$ cat config.mk
export PLATFORM = sky130hd
export DESIGN_NAME = note_string_sequencer
export DESIGN_NICKNAME = d
export VERILOG_FILES = /design/src/sv/nss_pkg.sv /design/src/sv/note_string_sequencer.sv /design/src/sv/nss_datapath.sv /design/src/sv/nss_controller.sv
export SDC_FILE = /design/constraint.sdc
export NUM_CORES = 1
export LEC_CHECK = 0
export BUFFER_PORTS_ARGS = -buffer_cell sky130_fd_sc_hd__buf_2
export CAP_MARGIN = 40
export CORE_ASPECT_RATIO = 2
export CORE_MARGIN = 8
export CORE_UTILIZATION = 38
export DETAILED_ROUTE_END_ITERATION = 6
export MAX_ROUTING_LAYER = met4
export SLEW_MARGIN = 40
export SYNTH_ARGS = -nofsm -noshare
export SYNTH_HDL_FRONTEND = slang
export SYNTH_SLANG_ARGS = --single-unit
$ cat constraint.sdc
create_clock -name clk -period 3.3 [get_ports clk]
set_input_delay 0.33 -clock clk [delete_from_list [all_inputs] [get_ports clk]]
set_output_delay 0.33 -clock clk [all_outputs]
set_load 0.02 [all_outputs]
$ cat src/sv/nss_pkg.sv
package nss_pkg;

  localparam logic [7:0] CH_NUL   = 8'h00;
  localparam logic [7:0] CH_SPACE = 8'h20;
  localparam logic [7:0] CH_SHARP = 8'h23;
  localparam logic [7:0] CH_ZERO  = 8'h30;
  localparam logic [7:0] CH_NINE  = 8'h39;
  localparam logic [7:0] CH_UP_A  = 8'h41;
  localparam logic [7:0] CH_UP_Z  = 8'h5a;
  localparam logic [7:0] CASE_OFS = 8'h20;
  localparam logic [7:0] CH_A     = 8'h61;
  localparam logic [7:0] CH_B     = 8'h62;
  localparam logic [7:0] CH_C     = 8'h63;
  localparam logic [7:0] CH_D     = 8'h64;
  localparam logic [7:0] CH_E     = 8'h65;
  localparam logic [7:0] CH_F     = 8'h66;
  localparam logic [7:0] CH_G     = 8'h67;
  localparam logic [7:0] CH_O     = 8'h6f;
  localparam logic [7:0] CH_R     = 8'h72;

  localparam logic [3:0] IDX_C = 4'd0;
  localparam logic [3:0] IDX_D = 4'd2;
  localparam logic [3:0] IDX_E = 4'd4;
  localparam logic [3:0] IDX_F = 4'd5;
  localparam logic [3:0] IDX_G = 4'd7;
  localparam logic [3:0] IDX_A = 4'd9;
  localparam logic [3:0] IDX_B = 4'd11;

  localparam logic [5:0] NUM_MAX     = 6'd63;
  localparam logic [5:0] LEN_RESET   = 6'd4;
  localparam logic [5:0] LEN_WRAP    = 6'd1;
  localparam logic [2:0] OCT_RESET   = 3'd1;
  localparam logic [2:0] OCT_MAX     = 3'd4;
  localparam logic [5:0] LEN_NUM_MAX = 6'd32;

  typedef enum logic [5:0] {
    MODE_IDLE   = 6'b000001,
    MODE_LETTER = 6'b000010,
    MODE_NOTE   = 6'b000100,
    MODE_REST   = 6'b001000,
    MODE_OCT    = 6'b010000,
    MODE_SKIP   = 6'b100000
  } mode_t;

  typedef enum logic [2:0] {
    ST_IDLE = 3'b001,
    ST_EV   = 3'b010,
    ST_WRAP = 3'b100
  } ctrl_state_t;

  // controller to datapath
  typedef struct packed {
    logic load;
    logic show_wrap;
  } nss_cmd_t;

  // datapath to controller
  typedef struct packed {
    logic ev_now;
    logic nul_now;
    logic wrap_pend;
  } nss_status_t;

  function automatic logic [8:0] pitch_of(input logic [3:0] idx);
    logic [8:0] p;
    begin
      unique case (idx)
        4'd0:    p = 9'd262;
        4'd1:    p = 9'd278;
        4'd2:    p = 9'd294;
        4'd3:    p = 9'd312;
        4'd4:    p = 9'd330;
        4'd5:    p = 9'd349;
        4'd6:    p = 9'd371;
        4'd7:    p = 9'd392;
        4'd8:    p = 9'd416;
        4'd9:    p = 9'd440;
        4'd10:   p = 9'd468;
        default: p = 9'd494;
      endcase
      return p;
    end
  endfunction

  // 32 / n for n in 1..32
  function automatic logic [5:0] len_of(input logic [5:0] n);
    logic [5:0] q;
    begin
      if (n == 6'd1)       q = 6'd32;
      else if (n == 6'd2)  q = 6'd16;
      else if (n == 6'd3)  q = 6'd10;
      else if (n == 6'd4)  q = 6'd8;
      else if (n == 6'd5)  q = 6'd6;
      else if (n == 6'd6)  q = 6'd5;
      else if (n <= 6'd8)  q = 6'd4;
      else if (n <= 6'd10) q = 6'd3;
      else if (n <= 6'd16) q = 6'd2;
      else                 q = 6'd1;
      return q;
    end
  endfunction

endpackage

$ cat src/sv/note_string_sequencer.sv
// Music macro language player: song text enters one character per item on
// song_char, and every note or rest token that ends at a space or NUL leaves
// as one result (tone_hz, length_ticks, silent); a NUL adds a silent one-tick
// wrap result and restores octave 1 and length 1. A character with results (one
// or two) holds the next character back, because the controller holds one
// character at a time and char_ready is low until its last result is taken,
// also while note_ready is low. All token decode, the 32/n length lookup and
// the pitch table work in the cycle that accepts the character.
module note_string_sequencer (
  input  logic        clk,
  input  logic        rst,
  input  logic        char_valid,
  output logic        char_ready,
  input  logic [7:0]  song_char,
  output logic        note_valid,
  input  logic        note_ready,
  output logic [11:0] tone_hz,
  output logic [5:0]  length_ticks,
  output logic        silent,
  output logic        song_wrapped,
  output logic        last_of_run
);
  import nss_pkg::*;

  nss_cmd_t    cmd;
  nss_status_t status;

  nss_controller u_ctrl (
    .clk         (clk),
    .rst         (rst),
    .char_valid  (char_valid),
    .char_ready  (char_ready),
    .note_valid  (note_valid),
    .note_ready  (note_ready),
    .last_of_run (last_of_run),
    .status      (status),
    .cmd         (cmd)
  );

  nss_datapath u_dp (
    .clk          (clk),
    .rst          (rst),
    .song_char    (song_char),
    .cmd          (cmd),
    .status       (status),
    .tone_hz      (tone_hz),
    .length_ticks (length_ticks),
    .silent       (silent),
    .song_wrapped (song_wrapped)
  );

endmodule

$ cat src/sv/nss_datapath.sv
module nss_datapath (
  input  logic                clk,
  input  logic                rst,
  input  logic [7:0]          song_char,
  input  nss_pkg::nss_cmd_t   cmd,
  output nss_pkg::nss_status_t status,
  output logic [11:0]         tone_hz,
  output logic [5:0]          length_ticks,
  output logic                silent,
  output logic                song_wrapped
);
  import nss_pkg::*;

  mode_t       mode, mode_next;
  logic [3:0]  note_idx, note_idx_next;
  logic [5:0]  num, num_next;
  logic        seen, seen_next;
  logic        closed, closed_next;
  logic [2:0]  oct, oct_next;
  logic [5:0]  len, len_next;

  logic [11:0] ev_tone;
  logic [5:0]  ev_len;
  logic        ev_sil;
  logic        wrap_pend;

  logic        is_digit, is_end, is_nul, ev_now;
  logic [9:0]  prod;
  logic [5:0]  fed_num, feed_num;
  logic        feed_seen, feed_closed;
  logic [5:0]  new_len;
  logic [1:0]  sh;
  logic [11:0] tone;
  logic [7:0]  lc;

  always_comb begin
    is_nul   = (song_char == CH_NUL);
    is_end   = is_nul || (song_char == CH_SPACE);
    is_digit = (song_char >= CH_ZERO) && (song_char <= CH_NINE);
    lc       = ((song_char >= CH_UP_A) && (song_char <= CH_UP_Z)) ?
               song_char + CASE_OFS : song_char;

    // saturating decimal accumulate
    prod    = {num, 3'b000} + {3'b000, num, 1'b0} + {6'd0, song_char[3:0]};
    fed_num = (prod > {4'd0, NUM_MAX}) ? NUM_MAX : prod[5:0];

    feed_num    = num;
    feed_seen   = seen;
    feed_closed = closed;
    if (!closed) begin
      if (is_digit) begin
        feed_num  = fed_num;
        feed_seen = 1'b1;
      end else begin
        feed_closed = 1'b1;
      end
    end

    new_len = (seen && (num >= 6'd1) && (num <= LEN_NUM_MAX)) ? len_of(num) : len;
    sh      = ((oct >= 3'd1) && (oct <= OCT_MAX)) ? 2'(oct - 3'd1) : 2'd0;
    tone    = {3'b000, pitch_of(note_idx)} << sh;

    ev_now = is_end && ((mode == MODE_LETTER) || (mode == MODE_NOTE) ||
                        (mode == MODE_REST));

    mode_next     = mode;
    note_idx_next = note_idx;
    num_next      = num;
    seen_next     = seen;
    closed_next   = closed;
    oct_next      = oct;
    len_next      = len;

    if (is_end) begin
      if (ev_now) len_next = new_len;
      if ((mode == MODE_OCT) && seen && (num >= 6'd1) && (num <= {3'd0, OCT_MAX}))
        oct_next = num[2:0];
      mode_next = MODE_IDLE;
      if (is_nul) begin
        oct_next = OCT_RESET;
        len_next = LEN_WRAP;
      end
    end else begin
      unique case (mode)
        MODE_IDLE: begin
          num_next    = '0;
          seen_next   = 1'b0;
          closed_next = 1'b0;
          mode_next   = MODE_LETTER;
          unique case (lc)
            CH_C: note_idx_next = IDX_C;
            CH_D: note_idx_next = IDX_D;
            CH_E: note_idx_next = IDX_E;
            CH_F: note_idx_next = IDX_F;
            CH_G: note_idx_next = IDX_G;
            CH_A: note_idx_next = IDX_A;
            CH_B: note_idx_next = IDX_B;
            CH_R: mode_next = MODE_REST;
            CH_O: mode_next = MODE_OCT;
            default: mode_next = MODE_SKIP;
          endcase
        end
        MODE_LETTER: begin
          mode_next = MODE_NOTE;
          if (song_char == CH_SHARP) begin
            // sharp of b stays b
            if (note_idx < IDX_B) note_idx_next = note_idx + 4'd1;
          end else begin
            num_next    = feed_num;
            seen_next   = feed_seen;
            closed_next = feed_closed;
          end
        end
        MODE_NOTE, MODE_REST, MODE_OCT: begin
          num_next    = feed_num;
          seen_next   = feed_seen;
          closed_next = feed_closed;
        end
        default: ;
      endcase
    end
  end

  always_ff @(posedge clk) begin
    if (rst) begin
      mode      <= MODE_IDLE;
      note_idx  <= '0;
      num       <= '0;
      seen      <= 1'b0;
      closed    <= 1'b0;
      oct       <= OCT_RESET;
      len       <= LEN_RESET;
      wrap_pend <= 1'b0;
    end else if (cmd.load) begin
      mode      <= mode_next;
      note_idx  <= note_idx_next;
      num       <= num_next;
      seen      <= seen_next;
      closed    <= closed_next;
      oct       <= oct_next;
      len       <= len_next;
      wrap_pend <= is_nul;
    end
  end

  // event result, held until shown
  always_ff @(posedge clk) begin
    if (cmd.load) begin
      ev_sil  <= (mode == MODE_REST);
      ev_tone <= (mode == MODE_REST) ? 12'd0 : tone;
      ev_len  <= new_len;
    end
  end

  assign status.ev_now    = ev_now;
  assign status.nul_now   = is_nul;
  assign status.wrap_pend = wrap_pend;

  assign tone_hz      = cmd.show_wrap ? 12'd0    : ev_tone;
  assign length_ticks = cmd.show_wrap ? LEN_WRAP : ev_len;
  assign silent       = cmd.show_wrap ? 1'b1     : ev_sil;
  assign song_wrapped = cmd.show_wrap;

endmodule

$ cat src/sv/nss_controller.sv
module nss_controller (
  input  logic                 clk,
  input  logic                 rst,
  input  logic                 char_valid,
  output logic                 char_ready,
  output logic                 note_valid,
  input  logic                 note_ready,
  output logic                 last_of_run,
  input  nss_pkg::nss_status_t status,
  output nss_pkg::nss_cmd_t    cmd
);
  import nss_pkg::*;

  ctrl_state_t state, state_next;

  always_comb begin
    state_next = state;
    unique case (state)
      ST_IDLE: begin
        if (char_valid) begin
          if (status.ev_now)       state_next = ST_EV;
          else if (status.nul_now) state_next = ST_WRAP;
        end
      end
      ST_EV: begin
        if (note_ready) state_next = status.wrap_pend ? ST_WRAP : ST_IDLE;
      end
      ST_WRAP: begin
        if (note_ready) state_next = ST_IDLE;
      end
      default: state_next = ST_IDLE;
    endcase
  end

  always_ff @(posedge clk) begin
    if (rst) state <= ST_IDLE;
    else     state <= state_next;
  end

  assign char_ready    = (state == ST_IDLE);
  assign note_valid    = (state == ST_EV) || (state == ST_WRAP);
  assign last_of_run   = (state == ST_WRAP) || ((state == ST_EV) && !status.wrap_pend);
  assign cmd.load      = char_valid && (state == ST_IDLE);
  assign cmd.show_wrap = (state == ST_WRAP);

endmodule

# Yosys cells after proc, flatten, opt, wreduce, memory -nomap -nowiden
# Memory sizes are Yosys's and may differ from the RTL's. A register that Yosys moved wholly into a read port is not among the register bits.
# Index checks and enable logic that the tools add are counted.
# Widths: inputs -> output; s select.
dict set report totals {
  register_bits 50
  latch_bits 0
  ram_bits 0
  rom_bits 128
  inputBits 12
  out_inout_bits 23
  mem_count 1
}
# name words word_bits rd rd_ports_with_merged_regs write_ports line
set mem_list {}
lappend mem_list {{(name not given)} 16 8 1 1 0 nss_pkg.sv:67} ;# unique case (idx)
dict set report op_classes {
  add_sub_neg 5
  multipliers 0
  div_mod_pow 0
  order_cmp 14
  n_eq_ne 33
  shift 1
  muxes 48
  bitwise 1
  reduce_logical 31
}
# op n
set ops {}
lappend ops {{$mux 6} 17}
lappend ops {{$eq 8x7->1 const B} 9}
lappend ops {{$pmux 6 s3} 2}
lappend ops {{$pmux 4 s7} 1}
lappend ops {{$eq 6x3->1 const B} 4}
lappend ops {{$mux 3} 8}
lappend ops {{$eq 6x2->1 const B} 3}
lappend ops {{$eq 8x6->1 const B} 2}
lappend ops {{$mux 4} 4}
lappend ops {{$eq 6x1->1 const B} 2}
lappend ops {{$le 6x4->1 const B} 2}
lappend ops {{$mux 12} 1}
lappend ops {{$ne 2x2->1 const B} 6}
lappend ops {{$pmux 6 s2} 1}
lappend ops {{$shl 9x2->12} 1}
lappend ops {{$logic_and 1x1->1} 11}
lappend ops {{$add 10x4->10} 1}
lappend ops {{$add 9x7->10} 1}
lappend ops {{$gt 10x6->1 const B} 1}
lappend ops {{$pmux 3 s3} 1}
lappend ops {{$add 8x6->8 const B} 1}
lappend ops {{$ge 8x6->1 const B} 1}
lappend ops {{$ge 8x7->1 const B} 1}
lappend ops {{$le 8x6->1 const B} 1}
lappend ops {{34 further kinds} 51}

# Depth between registers and ports, before layout
dict set report logic_depth {
  word_depth 13
  mapped_depth 12
  ltp_nobuf 12
}

# Hierarchy
# From an unflattened synthesis, not the netlist that was laid out.
dict set report unflattened {
  hier_cells 437
  area_unflattened_um2 3872.5
}
# mod n_inst cells_each area_each_um2
set modules_own_cells {}
lappend modules_own_cells {nss_datapath 1 406 3631.0}
lappend modules_own_cells {nss_controller 1 31 241.5}

# Least setup slack after synthesis
# Ideal clock, no wire load.
dict set report synth_timing {
  path_kind {register -> register}
  startpoint {reg u_ctrl.state[0]}
  endpoint {reg with a tool-made name}
  setup_time_ps 92
  arrival_time_ps 2955
  required_time_ps 3208
  slack_ps 253
  path_stages_with_launch 12
  path_buffers 1
  period_less_slack_ps 3047
  cell_sequence {dfxtp_1 > clkbuf_1 > nor3b_1 > nand2_1 > nor2_2 > nand2b_4 > mux2i_1 > nor2_1 > inv_1 > ha_1 > mux2_1 > o32ai_1}
}
# element line
set synth_lines {}
lappend synth_lines {{start: declaration} nss_controller.sv:14} ;# ctrl_state_t state, state_next;
lappend synth_lines {{start signal: assignment} nss_controller.sv:37} ;# else state <= state_next;

==> results.ini <==
[floorplanning]
ios=35
dieWidth_microns=85.30
core_sq_mm=0.009384
start_util_pct=38.89
die_y_microns=154.6
row_count=50
dieArea_sq_mm=0.01319

[placement]
port_buffers=34
hpwl_mm=6.355
place_congestion=0.8638
dpl.cell_count=549
dp_slack_ps=116.6

[yosys]
yosysUniqueCellTypes=63
synth_top_area_share_pct=21.39
ys_seq_area_share_pct=37.02
synth_ff_type=dfxtp_1
synth_edf_count=19
avgSynthCellArea_sq_um=8.608
synth.most_common_cell=nor2_1
ys_warn_count=0
yosys-top-cells-count=nor2_1 (43), dfxtp_1 (39), nand2_1 (38)
syn_nets=457
synth_area_sq_mm=0.003650
syn_inst=424
ys_top_cells_by_area=dfxtp_1 (21%), edfxtp_1 (16%), ha_1 (6.5%)
synth_seq_cells=58
synthArstFlopShare_pct=0
yosysTopAreaCell=dfxtp_1

[power_and_ir_drop]
fin_total_pwr_mw=1.757
power.density_mw_per_mm2=416.2
peakVddDrop_mv=0.2507
p_leak_nw=1.726

[timing]
skew_ps=6.797
hold_violations=0
setup_viol=0
fin_crit_sh_pct=91.49
rsz0062_at_grt=no
fin_ws_ps=280.9
fin_crit_ps=3019
tightest_slew_ps=682.8
tns_ps=0
relSlewSlack_pct=53.30
maxSlewViolCount=0
max_freq_ghz=0.3312

[layout]
final_cell_count_no_fill=565
diodes=0
fillers=934
multiInputGateArea_sq_mm=0.002141
areaGrowthSynthToFinish_pct=15.70
final_nets=489
seq_area_sq_mm=0.001351
drive_gt1_share_pct=16.27

[cts]
cts_root_buffer=clkbuf_16
cts_inserted_buffers=9
post_cts.repair.setup_buffers=0
tritoncts=yes
htreeDepth=3
clk-insertion-delay-late_ps=320
clk_pin_slew_worst_paths_ps=50
clk_path_buf_depth=2
hold_buffers=0
clock-sinks=58
ctsResizeCount=0

[critical_path]
crit_family=simple AND/OR/NAND/NOR gates
crit_arrival_ps=3250
worstPathMaxFanout=6
critical_path.max_stage_delay_ps=410
critical_path_buf_inv_count=1
crit_path_top_delay_cell=o32a_1
criticalPathCategory=reg2reg
worstSetupStartpointType=flop
endpoint_kind=flop
crit_required_ps=3530
crit_chain=nor3_2, and3_1, nand3_2, o32a_1, nand2b_4, mux2i_2, nor2_1, inv_1, ha_1, mux2_1, o32ai_1

[drt]
viasPerCell=5.550
route.detailed.drc=0
dr.pass1.iters=5
drt_iter0_drc=162
post_drt_wl_per_cell_microns=14.38
vias=3136
drt-total-wl_mm=8.125
drtAntennaViolNets=0

[grt]
grt_pass1_vias=3094
grt.overflow.total=0
grt.total_usage_pct=13.32
grt_pass1_wl_mm=13.81
grt_max_degree=30
antenna_found_initial=0

[min_path]
min_path_type=in2reg

[flow_run]
maxCapViolCount=0

[status]
status=finished, final reports clean

-- worst paths after layout --
path | startpoint | end | slack (ps) | cells after the start
max | u_dp.mode[0]$_SDFFE_PP1P_ | flop | 280 | 11
max reg2reg | u_dp.mode[0]$_SDFFE_PP1P_ | flop | 280 | 11
min | note_ready | u_ctrl.state[0]$_SDFFE_PP1P_ | 300 | 3
min reg2reg | u_dp.closed$_SDFFE_PP0P_ | u_dp.closed$_SDFFE_PP0P_ | 480 | 1
-- placed cells by master, fill, tap and decap left out, types with 3 or more instances in the layout --
cell type,n
nor2_1,43
dfxtp_1,39
nand2_1,38
buf_2,34
nor2b_1,28
o21ai_0,27
inv_1,19
ha_1,19
edfxtp_1,19
a21oi_1,16
nor3_1,16
nand3_1,11
clkbuf_16,10
nand2b_1,8
buf_4,8
a31oi_1,7
o21ai_1,6
nand3b_1,6
a22oi_1,6
and3_1,5
and2_1,5
mux2i_1,5
nor3b_1,4
xnor2_1,4
o21a_1,4
a211oi_1,4
or3_1,3
nor4_1,3
xor2_1,3
o32ai_1,3
o31ai_1,3
o21bai_1,3
a32oi_1,3
a211o_1,3
mux4_2,3
-- power breakdown --
| group | internal [mW] | leakage (nW) | switching, mW |
|---|---|---|---|
| clock network | 0.590 | 0.148 | 0.293 |
| logic | 0.0408 | 1.08 | 0.0784 |
| registers | 0.749 | 0.497 | 0.00587 |
| total | 1.38 | 1.73 | 0.378 |
-- kinds of logic after synthesis --
logic type / count (synthesis) / share of synthesized area, %
buffers and inverters: 41 / 4.422
DFF: 58 / 37.02
muxes: 13 / 4.799
adders and majority gates: 21 / 7.611
AOI/OAI and AO/OA: 101 / 18.41
xor gates and xnor gates: 7 / 1.680
and+or+nand+nor: 183 / 26.05
-- stage by stage --
| step | util [%] | hold slack (ps) | area, sq um |
|---|---|---|---|
| final | 45.00 | 295.4 | 4223 |
| after detailed placement | 41.81 | 476.6 | 3924 |
| after floorplan | - | 432.5 | 3650 |
| after global placement | 41.81 | 471.6 | 3924 |
| after global routing | 45.00 | 304.1 | 4223 |
| after CTS | 44.96 | 282.3 | 4219 |
-- worst register-to-register path: cells and delay by family (launching register included) --
kind | cells | cell delay (ps)
fa+ha+maj | 1 | 260
simple gates | 5 | 950
flops | 1 | 340
compound gates | 2 | 630
mux | 2 | 640
buf+inv | 1 | 110
-- layout make-up --
cell class                 instances  share of cell area (%)
multi-input combinational        325                   50.70
sequential                        58                   32.00
clock buffer                      14                   6.756
timing repair buffer              42                   5.452
tap                              104                   3.081
inverter                          20                   1.778
clock inverter                     2                  0.2370
-- per-layer routing --
metal  global-route usage (%)  vias up  part of all wire [%]
met3                    3.079       16                   4.2
met4                    8.165        0                   3.0
met5                        -        -                     0
met1                    12.94     1466                    40
li1                         -     1585                     -
met2                    23.31       69                    52
Power figures use the tool's default switching activity.
